`config.mk`:
```
export PLATFORM = sky130hd
export DESIGN_NAME = rdch_ctrl
export DESIGN_NICKNAME = d
export VERILOG_FILES = /design/src/sv/rdch_pkg.sv /design/src/sv/rdch_ctrl.sv
export SDC_FILE = /design/constraint.sdc
export NUM_CORES = 1
export LEC_CHECK = 0
export BUFFER_PORTS_ARGS = -buffer_cell sky130_fd_sc_hd__buf_2
export CORE_ASPECT_RATIO = 1.4
export CORE_MARGIN = 3
export CORE_UTILIZATION = 53
export CTS_CLUSTER_SIZE = 30
export DETAILED_ROUTE_END_ITERATION = 7
export HOLD_SLACK_MARGIN = 0.05
export PLACE_DENSITY = 0.89
export SKIP_CTS_REPAIR_TIMING = 1
export SLEW_MARGIN = 20
export SYNTH_ARGS = -nofsm -noshare
export SYNTH_HDL_FRONTEND = slang
export SYNTH_SLANG_ARGS = --single-unit
```
`constraint.sdc`:
```
create_clock -name clk -period 2.9 [get_ports clk]
set_clock_uncertainty 0.15 [all_clocks]
set_input_delay 0.145 -clock clk [delete_from_list [all_inputs] [get_ports clk]]
set_output_delay 0.145 -clock clk [all_outputs]
set_load 0.1 [all_outputs]
```
`src/sv/rdch_pkg.sv`:
```
// Shared types, codes and helpers for the ray to disk closest hit block.
package rdch_pkg;

    localparam int WORD_W = 32;
    localparam int ACC_W = 64;
    localparam int ENTRY_W = 7 * WORD_W;
    localparam int QUOT_W = 31;

    // Datapath phases that share the multiplier.
    localparam logic [1:0] PH_DEN = 2'd0;
    localparam logic [1:0] PH_NUM = 2'd1;
    localparam logic [1:0] PH_PC  = 2'd2;
    localparam logic [1:0] PH_SQ  = 2'd3;

    localparam logic [1:0] LANE_LAST = 2'd3;

    typedef struct packed {
        logic       load_we;
        logic       start;
        logic       mem_re;
        logic       mac;
        logic [1:0] phase;
        logic [1:0] lane;
        logic       div_init;
        logic       div_step;
        logic       upd;
        logic       out_load;
    } rdch_cmd_t;

    typedef struct packed {
        logic den_zero;
        logic sign_miss;
    } rdch_sts_t;

    function automatic logic signed [WORD_W-1:0] sat32(input logic signed [ACC_W-1:0] v);
        logic signed [ACC_W-1:0] hi;
        logic signed [ACC_W-1:0] lo;
        hi = ACC_W'(64'sd2147483647);
        lo = -ACC_W'(64'sd2147483648);
        if (v > hi)
        begin
            return 32'sh7FFFFFFF;
        end
        else if (v < lo)
        begin
            return 32'sh80000000;
        end
        return v[WORD_W-1:0];
    endfunction

endpackage

```
`src/sv/rdch_ctrl.sv`:
```
// Sequencer that walks the disk table for each query item.
module rdch_ctrl #(
    parameter int MAX_DISKS = 64,
    parameter int IW = 6
) (
    input  logic                clk,
    input  logic                rst_n,
    input  logic                in_valid,
    output logic                in_ready,
    input  logic                in_kind,
    input  logic [6:0]          count,
    output logic                out_valid,
    input  logic                out_ready,
    output logic [IW-1:0]       disk_idx,
    output rdch_pkg::rdch_cmd_t cmd,
    input  rdch_pkg::rdch_sts_t sts
);

    localparam logic [3:0] S_IDLE = 4'd0;
    localparam logic [3:0] S_RD   = 4'd1;
    localparam logic [3:0] S_DEN  = 4'd2;
    localparam logic [3:0] S_NUM  = 4'd3;
    localparam logic [3:0] S_DIV  = 4'd4;
    localparam logic [3:0] S_PC   = 4'd5;
    localparam logic [3:0] S_SQ   = 4'd6;
    localparam logic [3:0] S_UPD  = 4'd7;
    localparam logic [3:0] S_DONE = 4'd8;

    localparam logic [5:0] DIV_LAST = 6'(rdch_pkg::QUOT_W + 1);

    logic [3:0]    state_reg, state_next;
    logic [5:0]    cnt_reg, cnt_next;
    logic [IW-1:0] k_reg, k_next;
    logic          ov_reg, ov_next;
    logic [31:0]   eff;
    logic          last_disk;
    logic          accept;

    assign eff = (32'(count) > 32'(MAX_DISKS)) ? 32'(MAX_DISKS) : 32'(count);
    assign last_disk = (32'(k_reg) + 32'd1) >= eff;
    assign in_ready = (state_reg == S_IDLE);
    assign accept = in_valid && in_ready;
    assign out_valid = ov_reg;
    assign disk_idx = k_reg;

    always_comb
    begin
        state_next = state_reg;
        cnt_next = cnt_reg;
        k_next = k_reg;
        ov_next = ov_reg;
        cmd = '0;
        cmd.lane = cnt_reg[1:0];
        if (ov_reg && out_ready)
        begin
            ov_next = 1'b0;
        end
        case (state_reg)
            S_IDLE:
            begin
                cmd.load_we = accept && !in_kind;
                if (accept && in_kind)
                begin
                    cmd.start = 1'b1;
                    k_next = '0;
                    state_next = (eff == 32'd0) ? S_DONE : S_RD;
                end
            end
            S_RD:
            begin
                cmd.mem_re = 1'b1;
                cnt_next = '0;
                state_next = S_DEN;
            end
            S_DEN, S_NUM, S_PC, S_SQ:
            begin
                cmd.mac = 1'b1;
                case (state_reg)
                    S_DEN:   cmd.phase = rdch_pkg::PH_DEN;
                    S_NUM:   cmd.phase = rdch_pkg::PH_NUM;
                    S_PC:    cmd.phase = rdch_pkg::PH_PC;
                    default: cmd.phase = rdch_pkg::PH_SQ;
                endcase
                cnt_next = cnt_reg + 6'd1;
                if (cnt_reg[1:0] == rdch_pkg::LANE_LAST)
                begin
                    cnt_next = '0;
                    case (state_reg)
                        S_DEN:   state_next = S_NUM;
                        S_NUM:   state_next = sts.den_zero ? S_UPD : S_DIV;
                        S_PC:    state_next = S_SQ;
                        default: state_next = S_UPD;
                    endcase
                    // A parallel ray skips straight to the next disk, or finishes the query after the last one.
                    if (state_reg == S_NUM && sts.den_zero)
                    begin
                        if (last_disk)
                        begin
                            state_next = S_DONE;
                        end
                        else
                        begin
                            k_next = k_reg + IW'(1);
                            state_next = S_RD;
                        end
                    end
                end
            end
            S_DIV:
            begin
                cnt_next = cnt_reg + 6'd1;
                if (cnt_reg == 6'd0)
                begin
                    cmd.div_init = 1'b1;
                end
                else if (cnt_reg != DIV_LAST)
                begin
                    cmd.div_step = 1'b1;
                end
                else
                begin
                    cnt_next = '0;
                    if (!sts.sign_miss)
                    begin
                        state_next = S_PC;
                    end
                    else if (last_disk)
                    begin
                        state_next = S_DONE;
                    end
                    else
                    begin
                        k_next = k_reg + IW'(1);
                        state_next = S_RD;
                    end
                end
            end
            S_UPD:
            begin
                cmd.upd = 1'b1;
                if (last_disk)
                begin
                    state_next = S_DONE;
                end
                else
                begin
                    k_next = k_reg + IW'(1);
                    state_next = S_RD;
                end
            end
            S_DONE:
            begin
                if (!ov_reg || out_ready)
                begin
                    cmd.out_load = 1'b1;
                    ov_next = 1'b1;
                    state_next = S_IDLE;
                end
            end
            default:
            begin
                state_next = S_IDLE;
            end
        endcase
    end

    always_ff @(posedge clk or negedge rst_n)
    begin
        if (!rst_n)
        begin
            state_reg <= S_IDLE;
            cnt_reg <= '0;
            k_reg <= '0;
            ov_reg <= 1'b0;
        end
        else
        begin
            state_reg <= state_next;
            cnt_reg <= cnt_next;
            k_reg <= k_next;
            ov_reg <= ov_next;
        end
    end

endmodule

```
Word level (Yosys, flattened, before mapping)
Index checks and enable logic that the tools add are counted.

Flip-flop bits (word level): 17. Bits of input ports: 14. Word-level logic and storage cells: 82.

Add/sub/neg operators: 3. $lt $le $gt $ge: 2. Equality and inequality tests: 17. Muxes and demuxes: 40. Reductions and logical operators: 16.

Operators with widths (count): 6-bit two-way mux (10); 4-bit two-way mux (9); 32-bit logical NOT (1); 4-bit one-hot mux with 6 select lines (1); 6-bit one-hot mux with 4 select lines (1); 6-bit one-hot mux with 3 select lines (1); 4-bit by 3-bit == test with 1-bit output, second input constant (4); 6-bit by 1-bit adder with 6-bit output, second input constant (2); 2-bit inequality test, second input constant (6); 1-bit two-way mux (11); 3-bit one-hot mux with 3 select lines (1); 4-bit by 2-bit == test with 1-bit output, second input constant (2); 6-bit by 1-bit adder with 7-bit output, second input constant (1); 7-bit greater-or-equal comparator (1); 7-bit greater-than comparator, second input constant (1); 7-bit two-way mux (1); 7-bit AND reduction (1); 6-bit logical NOT (1); 2-bit two-way mux (3); 6-bit inequality test, second input constant (1); 2-bit one-hot mux with 3 select lines (1); 1-bit logical AND (5); 5-bit AND reduction (1); 4-bit by 1-bit == test with 1-bit output, second input constant (1); 10 further kinds (11).

Logic depth before layout (Yosys ltp)
Gate-level depths: netlist of the first run.

Word-level depth: 8. Depth in mapped cells: 11.

Worst setup path after synthesis of the first run
Ideal clock, no wire load.

Path type: reg-to-output. From: register state_reg[1]. To: output port cmd[11] (netlist name). Data arrival time: 5.288 ns. Required time: 2.605 ns. Slack: -2.683 ns. Stages on the path, launching flop included: 6. Buffers on the path: 2. Cell sequence: dfrtp_1 buf_6 clkbuf_1 nor4_1 nand2_1 nor2_1.

RTL lines: start, declared (line rdch_ctrl.sv:31) `logic [3:0] state_reg, state_next;`; start signal, assigned (line rdch_ctrl.sv:178) `state_reg <= state_next;`; end, declared (line rdch_ctrl.sv:15) `output rdch_pkg::rdch_cmd_t cmd,`.

Final worst setup path of the first run
From: register k_reg[0], in the netlist disk_idx[0]. To: register k_reg[0], in the netlist disk_idx[0].

Word-level cells in the longest chain between the ends: 7. Elaborated cells between the ends (all ways): 10.

Ends and longest elaborated chain: start, declared (line rdch_ctrl.sv:33) `logic [IW-1:0] k_reg, k_next;`; start signal, assigned (line rdch_ctrl.sv:180) `k_reg <= k_next;`; 6-bit by 1-bit adder with 7-bit output (line rdch_ctrl.sv:40) `assign last_disk = (32'(k_reg) + 32'd1) >= eff;`; 7-bit greater-or-equal comparator (line rdch_ctrl.sv:40); 6-bit two-way mux (*) (line rdch_ctrl.sv:97, rdch_ctrl.sv:127, rdch_ctrl.sv:141); 6-bit two-way mux (line rdch_ctrl.sv:123) `if (!sts.sign_miss)`; 6-bit two-way mux (line rdch_ctrl.sv:116) `else if (cnt_reg != DIV_LAST)`; 6-bit two-way mux (line rdch_ctrl.sv:112) `if (cnt_reg == 6'd0)`; 6-bit one-hot mux with 4 select lines (*) (line rdch_ctrl.sv:58) `case (state_reg)`.

Mark *: on every way between the ends. The rest lies on a longest branch, timed or not. The select of a mux whose other input is x is not followed. A chain may end at the register's enable or synchronous reset.

==> results_dict.tcl, run 1 <==
set metrics [dict create \
    status "complete, no violations" \
    portBuffers 33 \
    dp_hpwl_mm 2.65 \
    cp-start-kind "flip-flop" \
    hold_ws_ns 0.143 \
    syn-num-nets 192 \
    area_growth_pct 19.9 \
    htree_levels 1 \
    end_kind "flip-flop" \
    max-cap-violations 0 \
    final-hold-violation-count 0 \
    ios 34 \
    grt_first_pass_wirelength_mm 5.85 \
    clock_path_buffers 2 \
    synth_cell_types 47 \
    rows 21 \
    drive_above_1_share_pct 29.0 \
    synth-seq-area-share_pct 30.1 \
    antenna_found_initial 0 \
    ys.flop_type "dfrtp_1" \
    arrival_ns 2.80 \
    synth_top_area_share_pct 30.1 \
    drc_errors 0 \
    synth_area_per_cell_um2 8.45 \
    grt_start_max_net_pins 18 \
    synth_cells 167 \
    numCtsBuffers 3 \
    core-area_um2 2470 \
    grt_pass1_vias 1327 \
    cts_tree "built" \
    setup_viol 0 \
    dr.pass1.iters 4 \
    slew_viol_final 0 \
    synth-edff-count 0 \
    clock_latency_ns 0.30 \
    drtIter0Drc 26 \
    place_congestion 0.872 \
    cts.clk_slew.worst_paths_ns 0.11 \
    setup-tns-final_ns 0 \
    cp.required_ns 2.94 \
    synth_warnings 0 \
    worst_pin_slew_ns 0.506 \
    async_flop_share_pct 100 \
    num_antenna_cells 0 \
    drt_wl_total_mm 3.41 \
    slew_headroom_pct 66.0 \
    die_w_um 49.6 \
    die_area_um2 3330 \
    vias 1361 \
    hp-class "in -> reg" \
    critical_path_peak_fanout 7 \
    clock-sinks 17 \
    antenna_left 0 \
    synth_area_um2 1410 \
    period_share_pct 95.3 \
    start_util_pct 57.1 \
    fin_nets 226 \
    crit_type "reg -> reg" \
    synth_top_cell_by_area "dfrtp_1" \
    cts-root-buf "clkbuf_4" \
    timing.final.crit_period_ns 2.76 \
    grt-ovfl-total 0 \
    synthTopCellsByArea "dfrtp_1, ha_1, nand2_1" \
    viasPerCell 5.82 \
    ys_ff_latch 17 \
    routedWlPerCell_um 14.6 \
    nFillCells 223 \
    grt_usage_pct 22.3 \
    max_clock_freq_mhz 362 \
    die_h_um 67.1 \
]
[through the flow]
stage	setup WS, ns	util (%)	cells	area [um^2]
floorplan	-0.374	-	167	1460
global placement	0.241	66.0	228	1630
detailed placement	0.0818	66.0	228	1630
CTS	0.0574	67.1	232	1660
global route	-0.00195	68.5	234	1690
finish	0.136	68.5	234	1690
[final timing paths]
path / start / end / slack, ns / cells after the start
setup / recovery: disk_idx[0] / disk_idx[0] / 0.14 / 9
hold / removal: sts[0] / state_reg[2] / 0.14 / 4
setup reg to reg: disk_idx[0] / disk_idx[0] / 0.14 / 9
hold reg to reg: cnt_reg[0] / cnt_reg[0] / 0.40 / 1
max in group asynchronous: rst_n / disk_idx[0] / 2.11 / 2
min in group asynchronous: rst_n / state_reg[1] / 0.16 / 2
[cells in the mapped netlist, drive strengths merged (4+ instances only)]
master	n
a21oi	10
a221o	4
and3	8
buf	4
clkbuf	5
dfrtp	17
ha	11
inv	13
nand2	17
nand2b	4
nand3	5
nor2	13
nor3	5
o21ai	5
xnor2	5
[worst max-delay path, cell delays in order, from the launching register on]
cell and delay [ns]:
dfrtp_4 0.52, ha_1 0.27, and3_1 0.22, and3_1 0.19, ha_1 0.32, nand4_1 0.11, nor2_1 0.08, a211oi_4 0.34
o21bai_1 0.17, mux2_2 0.28
[kinds of logic (layout without fill, tap and decap cells)]
kind of cell,after synthesis,after routing,synth area share (%)
flip-flops,17,17,30.1
AND/OR/NAND/NOR,67,67,25.3
adder cells (fa/ha/maj),11,11,9.75
XOR/XNOR,7,7,4.34
AO/OA/AOI/OAI,41,41,21.5
multiplexers,2,2,1.51
buffers and inverters,22,55,7.45
[final cells by class]
type | instances | area, um^2 | share of cell area, %
multi-input combinational | 128 | 927 | 54.8
sequential | 17 | 438 | 25.9
timing repair buffer | 38 | 208 | 12.3
inverter | 13 | 48.8 | 2.88
tap | 34 | 42.5 | 2.51
clock buffer | 3 | 22.5 | 1.33
clock inverter | 1 | 5.00 | 0.296
[routing by layer]
layer	vias up	GRT usage (%)	wire [um]
li1	670	-	-
met1	649	26.1	1460
met2	38	41.7	1790
met3	4	3.36	141
met4	0	5.54	19
met5	-	0	0
[cells in the final DEF, fill, tap and decap left out, drive strengths merged, types with 2 or more instances in the layout]
cell type     n
buf          36
nand2        17
dfrtp        17
inv          13
nor2         13
ha           11
a21oi        10
and3          8
nand3         5
xnor2         5
nor3          5
o21ai         5
nand2b        4
a221o         4
clkbuf        3
nor3b         3
nor2b         2
xor2          2
o211a         2
a22o          2
a31oi         2
a21o          2
o22ai         2
dlygate4sd3   2
nor4          2
a2111o        2
a211oi        2
Power of run 1 is left out: the tool's default activity adds up to more than one toggle a clock period on the data nets, which glitch-free logic cannot reach.
==> run 2, diff against run 1 <==
GPL_TIMING_DRIVEN = 0   (was not set)
==> run 2 against run 1 <==
Net effect:
- register-to-register slack lost 0.05 ns
- flip-flop and latch count did not move
- worst setup slack got worse by 0.045 ns
- count of clock-buffer cells in the layout up 1
- critical path depth is 1 higher
- sequential share of layout area down 0.53 points
- non-clock buffer count grew 6
- wire length grew 5.8%
- die area did not move
- cell count increased by 2.6%
- critical endpoint is now state_reg[3]
==> results_dict.tcl, run 2 (synthesis results as in run 1) <==
set metrics [dict create \
    status "complete, no violations" \
    grt_pass1_vias 1415 \
    core-area_um2 2470 \
    dp_hpwl_mm 2.75 \
    setup_viol 0 \
    worst_pin_slew_ns 0.769 \
    final_cell_mix "buf_2, nand2_1, inv_1, dfrtp_1, nor2_1" \
    cts-root-buf "clkbuf_4" \
    start_util_pct 57.1 \
    antenna_found_initial 0 \
    final_common_cell "buf_2" \
    clock_path_buffers 2 \
    ios 34 \
    drc_errors 0 \
    rows 21 \
    grt-ovfl-total 0 \
    hp-class "in -> async" \
    max_clock_freq_mhz 356 \
    clock_latency_ns 0.30 \
    arrival_ns 2.84 \
    setup-tns-final_ns 0 \
    grt_start_max_net_pins 18 \
    grt_usage_pct 23.1 \
    num_antenna_cells 0 \
    cts.clk_slew.worst_paths_ns 0.11 \
    drtIter0Drc 68 \
    clock-sinks 17 \
    drt_wl_total_mm 3.60 \
    vias 1417 \
    critical_path_peak_fanout 6 \
    cp.required_ns 2.93 \
    end_kind "flip-flop" \
    cts_tree "built" \
    cp-start-kind "flip-flop" \
    viasPerCell 5.90 \
    die_w_um 49.6 \
    finalNonFillerCells 240 \
    htree_levels 1 \
    die_h_um 67.1 \
    crit_type "reg -> reg" \
    stdcell_area_um2 1730 \
    period_share_pct 96.9 \
    drive_above_1_share_pct 28.2 \
    final-hold-violation-count 0 \
    slew_headroom_pct 48.7 \
    antenna_left 0 \
    fin_nets 232 \
    dp.cells 234 \
    ff2ff_path_depth 10 \
    portBuffers 33 \
    area_growth_pct 22.3 \
    slew_viol_final 0 \
    numCtsBuffers 3 \
    dr.pass1.iters 4 \
    die_area_um2 3330 \
    timing.final.crit_period_ns 2.81 \
    max-cap-violations 0 \
    grt_first_pass_wirelength_mm 6.00 \
    routedWlPerCell_um 15.0 \
    place_congestion 0.857 \
    postPlaceCellArea_um2 1660 \
]
## run 2: final timing paths
path                        startpoint            to  slack [ns]
setup / recovery           disk_idx[0]  state_reg[3]        0.09
hold / removal                   rst_n    cnt_reg[0]        0.14
setup reg to reg           disk_idx[0]  state_reg[3]        0.09
hold reg to reg             cnt_reg[0]    cnt_reg[0]        0.39
max in group asynchronous        rst_n   disk_idx[2]        2.14
min in group clk              count[4]  state_reg[3]        0.16
## run 2: per-stage QoR
stage | worst slack (ns) | hold slack, ns | util [%]
5_1_grt | -0.0176 | 0.181 | 69.9
4_1_cts | -0.0621 | -0.386 | 68.4
3_5_place_dp | -0.0237 | -0.0558 | 67.4
3_3_place_gp | 0.0762 | -0.0567 | 67.4
2_1_floorplan | -0.374 | -0.301 | -
6_report | 0.0906 | 0.138 | 69.9
## run 2: final cells by class
cell class	instances	area, um^2
Multi-Input combinational cell	128	926
Fill cell	218	743
Sequential cell	17	438
Timing Repair Buffer	36	193
Buffer	8	52.6
Inverter	13	48.8
Tap cell	34	42.5
Clock buffer	4	26.3
## run 2: worst max-delay path, stage by stage, from the launching register on
cell	delay, ns
dfrtp_4	0.52
ha_1	0.27
nand3_1	0.15
xnor2_1	0.16
ha_1	0.29
a211oi_2	0.22
nor2_1	0.10
a211oi_4	0.34
buf_4	0.19
a2bb2oi_1	0.18
o32ai_1	0.12
## run 2: layer usage
metal  global-route usage [%]  routed length, um  vias to the layer above  share of wire [%]
met3                     3.36                225                       16                6.2
met4                     12.5                104                        0                2.9
li1                         -                  -                      683                  -
met1                     26.2               1420                      648                 39
met2                     41.1               1860                       70                 51
met5                        0                  0                        -                  0
Power of run 2 is left out for the same reason.
==> run 3, diff against run 2 <==
--- a/config.mk
+++ b/config.mk
@@ -7,2 +7,3 @@
 export LEC_CHECK = 0
+export ABC_AREA = 1
 export BUFFER_PORTS_ARGS = -buffer_cell sky130_fd_sc_hd__buf_2
@@ -10,3 +11,3 @@
 export CORE_MARGIN = 3
-export CORE_UTILIZATION = 53
+export CORE_UTILIZATION = 55
 export CTS_CLUSTER_SIZE = 30
@@ -15,3 +16,3 @@
 export HOLD_SLACK_MARGIN = 0.05
-export PLACE_DENSITY = 0.89
+export PLACE_DENSITY = 0.9
 export SKIP_CTS_REPAIR_TIMING = 1
--- a/constraint.sdc
+++ b/constraint.sdc
@@ -4,2 +4,2 @@
 set_output_delay 0.145 -clock clk [all_outputs]
-set_load 0.1 [all_outputs]
+set_load 0.05 [all_outputs]
==> run 3 against run 2 <==
Net effect:
- first-iteration DRC count fell by 51%
- synthesized area up 13%
- flip-flop and latch count unchanged
- sequential share of layout area shrank 2.4 points
- critical path depth rose by 5
- non-clock buffer count shrank 5
- count of clock-buffer cells in the layout shrank 1
- register-to-register slack better by 0.21 ns
- wire length fell by 11%
- critical path type unchanged
- critical endpoint is now disk_idx[2]
- highest routed layer unchanged
==> results_dict.tcl, run 3 <==
set metrics [dict create \
    dr.pass1.iters 4 \
    status "complete, no violations" \
    slew_viol_final 0 \
    worst_pin_slew_ns 0.386 \
    drtIter0Drc 33 \
    synth-seq-area-share_pct 26.6 \
    setup-tns-final_ns 0 \
    ios 34 \
    dp_hpwl_mm 2.69 \
    final_cell_mix "nand2_1, inv_1, buf_2, nor2_1, dfrtp_1" \
    slew_headroom_pct 74.3 \
    rows 22 \
    ys_ff_latch 17 \
    routedWlPerCell_um 10.6 \
    synth_cell_types 33 \
    vias 1488 \
    synthTopCellsByArea "dfrtp_1, nand2_1, inv_1" \
    grt_usage_pct 19.9 \
    fin_nets 293 \
    ys.flop_type "dfrtp_1" \
    grt_first_pass_wirelength_mm 5.69 \
    area_growth_pct 16.4 \
    syn-num-nets 253 \
    htree_levels 1 \
    max_clock_freq_mhz 385 \
    critical_path_peak_fanout 7 \
    start_util_pct 59.2 \
    hold_ws_ns 0.0883 \
    yosysMostFrequentCell "nand2_1" \
    period_share_pct 89.7 \
    synth-edff-count 0 \
    drc_errors 0 \
    grt-ovfl-total 0 \
    synth_warnings 0 \
    clock-sinks 17 \
    cp.required_ns 2.94 \
    setup_viol 0 \
    grt_start_max_net_pins 18 \
    synth_area_per_cell_um2 7.00 \
    dp_slack_ns 0.227 \
    num_antenna_cells 0 \
    drive_above_1_share_pct 24.3 \
    final_common_cell "nand2_1" \
    synth_top_area_share_pct 26.6 \
    die_area_um2 3590 \
    hp-class "in -> reg" \
    setup_slack_ns 0.299 \
    final-hold-violation-count 0 \
    async_flop_share_pct 100 \
    ir_drop_mv 0.590 \
    cts_tree "built" \
    synthTopCellsByCount "nand2_1, inv_1, nor2_1, dfrtp_1, nand3_1" \
    synth_area_um2 1600 \
    rsz0062_at_grt "no" \
    place_congestion 0.893 \
    drt_wl_total_mm 3.22 \
    die_h_um 69.8 \
    grt_pass1_vias 1447 \
    numCtsBuffers 3 \
    power_density_nw_per_um2 1140 \
    die_w_um 51.5 \
    antenna_found_initial 0 \
    cp-start-kind "flip-flop" \
    cts.clk_slew.worst_paths_ns 0.10 \
    timing.final.crit_period_ns 2.60 \
    clock_latency_ns 0.29 \
    cts-root-buf "clkbuf_4" \
    viasPerCell 4.91 \
    antenna_left 0 \
    core-area_um2 2700 \
    crit_type "reg -> reg" \
    synth_cells 228 \
    clock_path_buffers 2 \
    end_kind "flip-flop" \
    arrival_ns 2.64 \
    max-cap-violations 0 \
    portBuffers 33 \
    synth_top_cell_by_area "dfrtp_1" \
    cellLeakagePower_uw 0.00107 \
]
run 3: cell types whose count changed in the layout (fill, tap and decap cells not counted), moves of 4 or more:
cell      delta
nand2_1     +36
inv_1       +27
nor2_1      +16
nand3_1     +10
and3_1       -7
clkbuf_1     -5
nand2_2      +5
o21bai_1     +5
a21oi_1      -4
a221o_1      -4
nand2b_1     -4
xnor2_1      -4
run 3: layout make-up:
cell class / instances / area [um^2]
buffer: 4 / 41.3
clock buffer: 3 / 22.5
clock inverter: 1 / 5.00
fill: 243 / 840
inverter: 42 / 159
multi-input combinational: 165 / 973
sequential: 17 / 427
tap: 36 / 45.0
timing repair buffer: 35 / 185
run 3: critical path, cell delays in order, from the launching register on:
cell	delay [ns]
dfrtp_2	0.46
ha_1	0.22
nand2_1	0.06
inv_1	0.06
nand2_1	0.09
xor2_1	0.19
inv_1	0.06
ha_1	0.31
nand2_1	0.07
nand2_1	0.05
a21oi_1	0.11
nand2_1	0.12
nand2_2	0.15
nand3_2	0.15
o21bai_1	0.16
nand2_1	0.06
run 3: report_power, final:
| group | internal, uW | leakage, uW | switching (uW) |
|---|---|---|---|
| registers | 314 | 0.000226 | 85.6 |
| clock network | 51.3 | 0.0000177 | 79.0 |
| logic | 494 | 0.000831 | 1100 |
run 3: stage by stage:
stage | cell area [um^2] | cells | total power [uW] | util, %
CTS | 1830 | 301 | 2120 | 68.0
global placement | 1810 | 297 | 1960 | 67.0
detailed placement | 1810 | 297 | 1990 | 67.0
global route | 1860 | 303 | 2320 | 68.9
floorplan | 1600 | 228 | 1690 | -
finish | 1860 | 303 | 2120 | 68.9
run 3: final timing paths:
check,from,endpoint,slack (ns),cells past startpoint
worst max-delay path,disk_idx[0],disk_idx[2],0.30,15
max in group asynchronous,rst_n,disk_idx[0],2.16,2
min in group asynchronous,rst_n,cnt_reg[3],0.14,2
worst min register to register,cnt_reg[0],cnt_reg[0],0.42,1
worst min-delay path,sts[0],state_reg[2],0.09,4
worst max register to register,disk_idx[0],disk_idx[2],0.30,15
run 3: routing by layer:
layer,share of wire [%],wire length [um],track usage (%)
met1,43,1370,22.9
met4,1.1,34,9.91
met3,2.8,89,0.645
met5,0,0,0
met2,53,1720,35.8
run 3: cell families after synthesis:
| group | count (synthesis) | share of synthesized area [%] |
|---|---|---|
| and+or+nand+nor | 119 | 36.8 |
| buffers and inverters | 46 | 12.5 |
| AOI/OAI and AO/OA | 29 | 12.1 |
| DFF | 17 | 26.6 |
| adders and majority gates | 11 | 8.62 |
| xor gates and xnor gates | 6 | 3.29 |
Note: power is estimated with default switching activity, not from simulation.
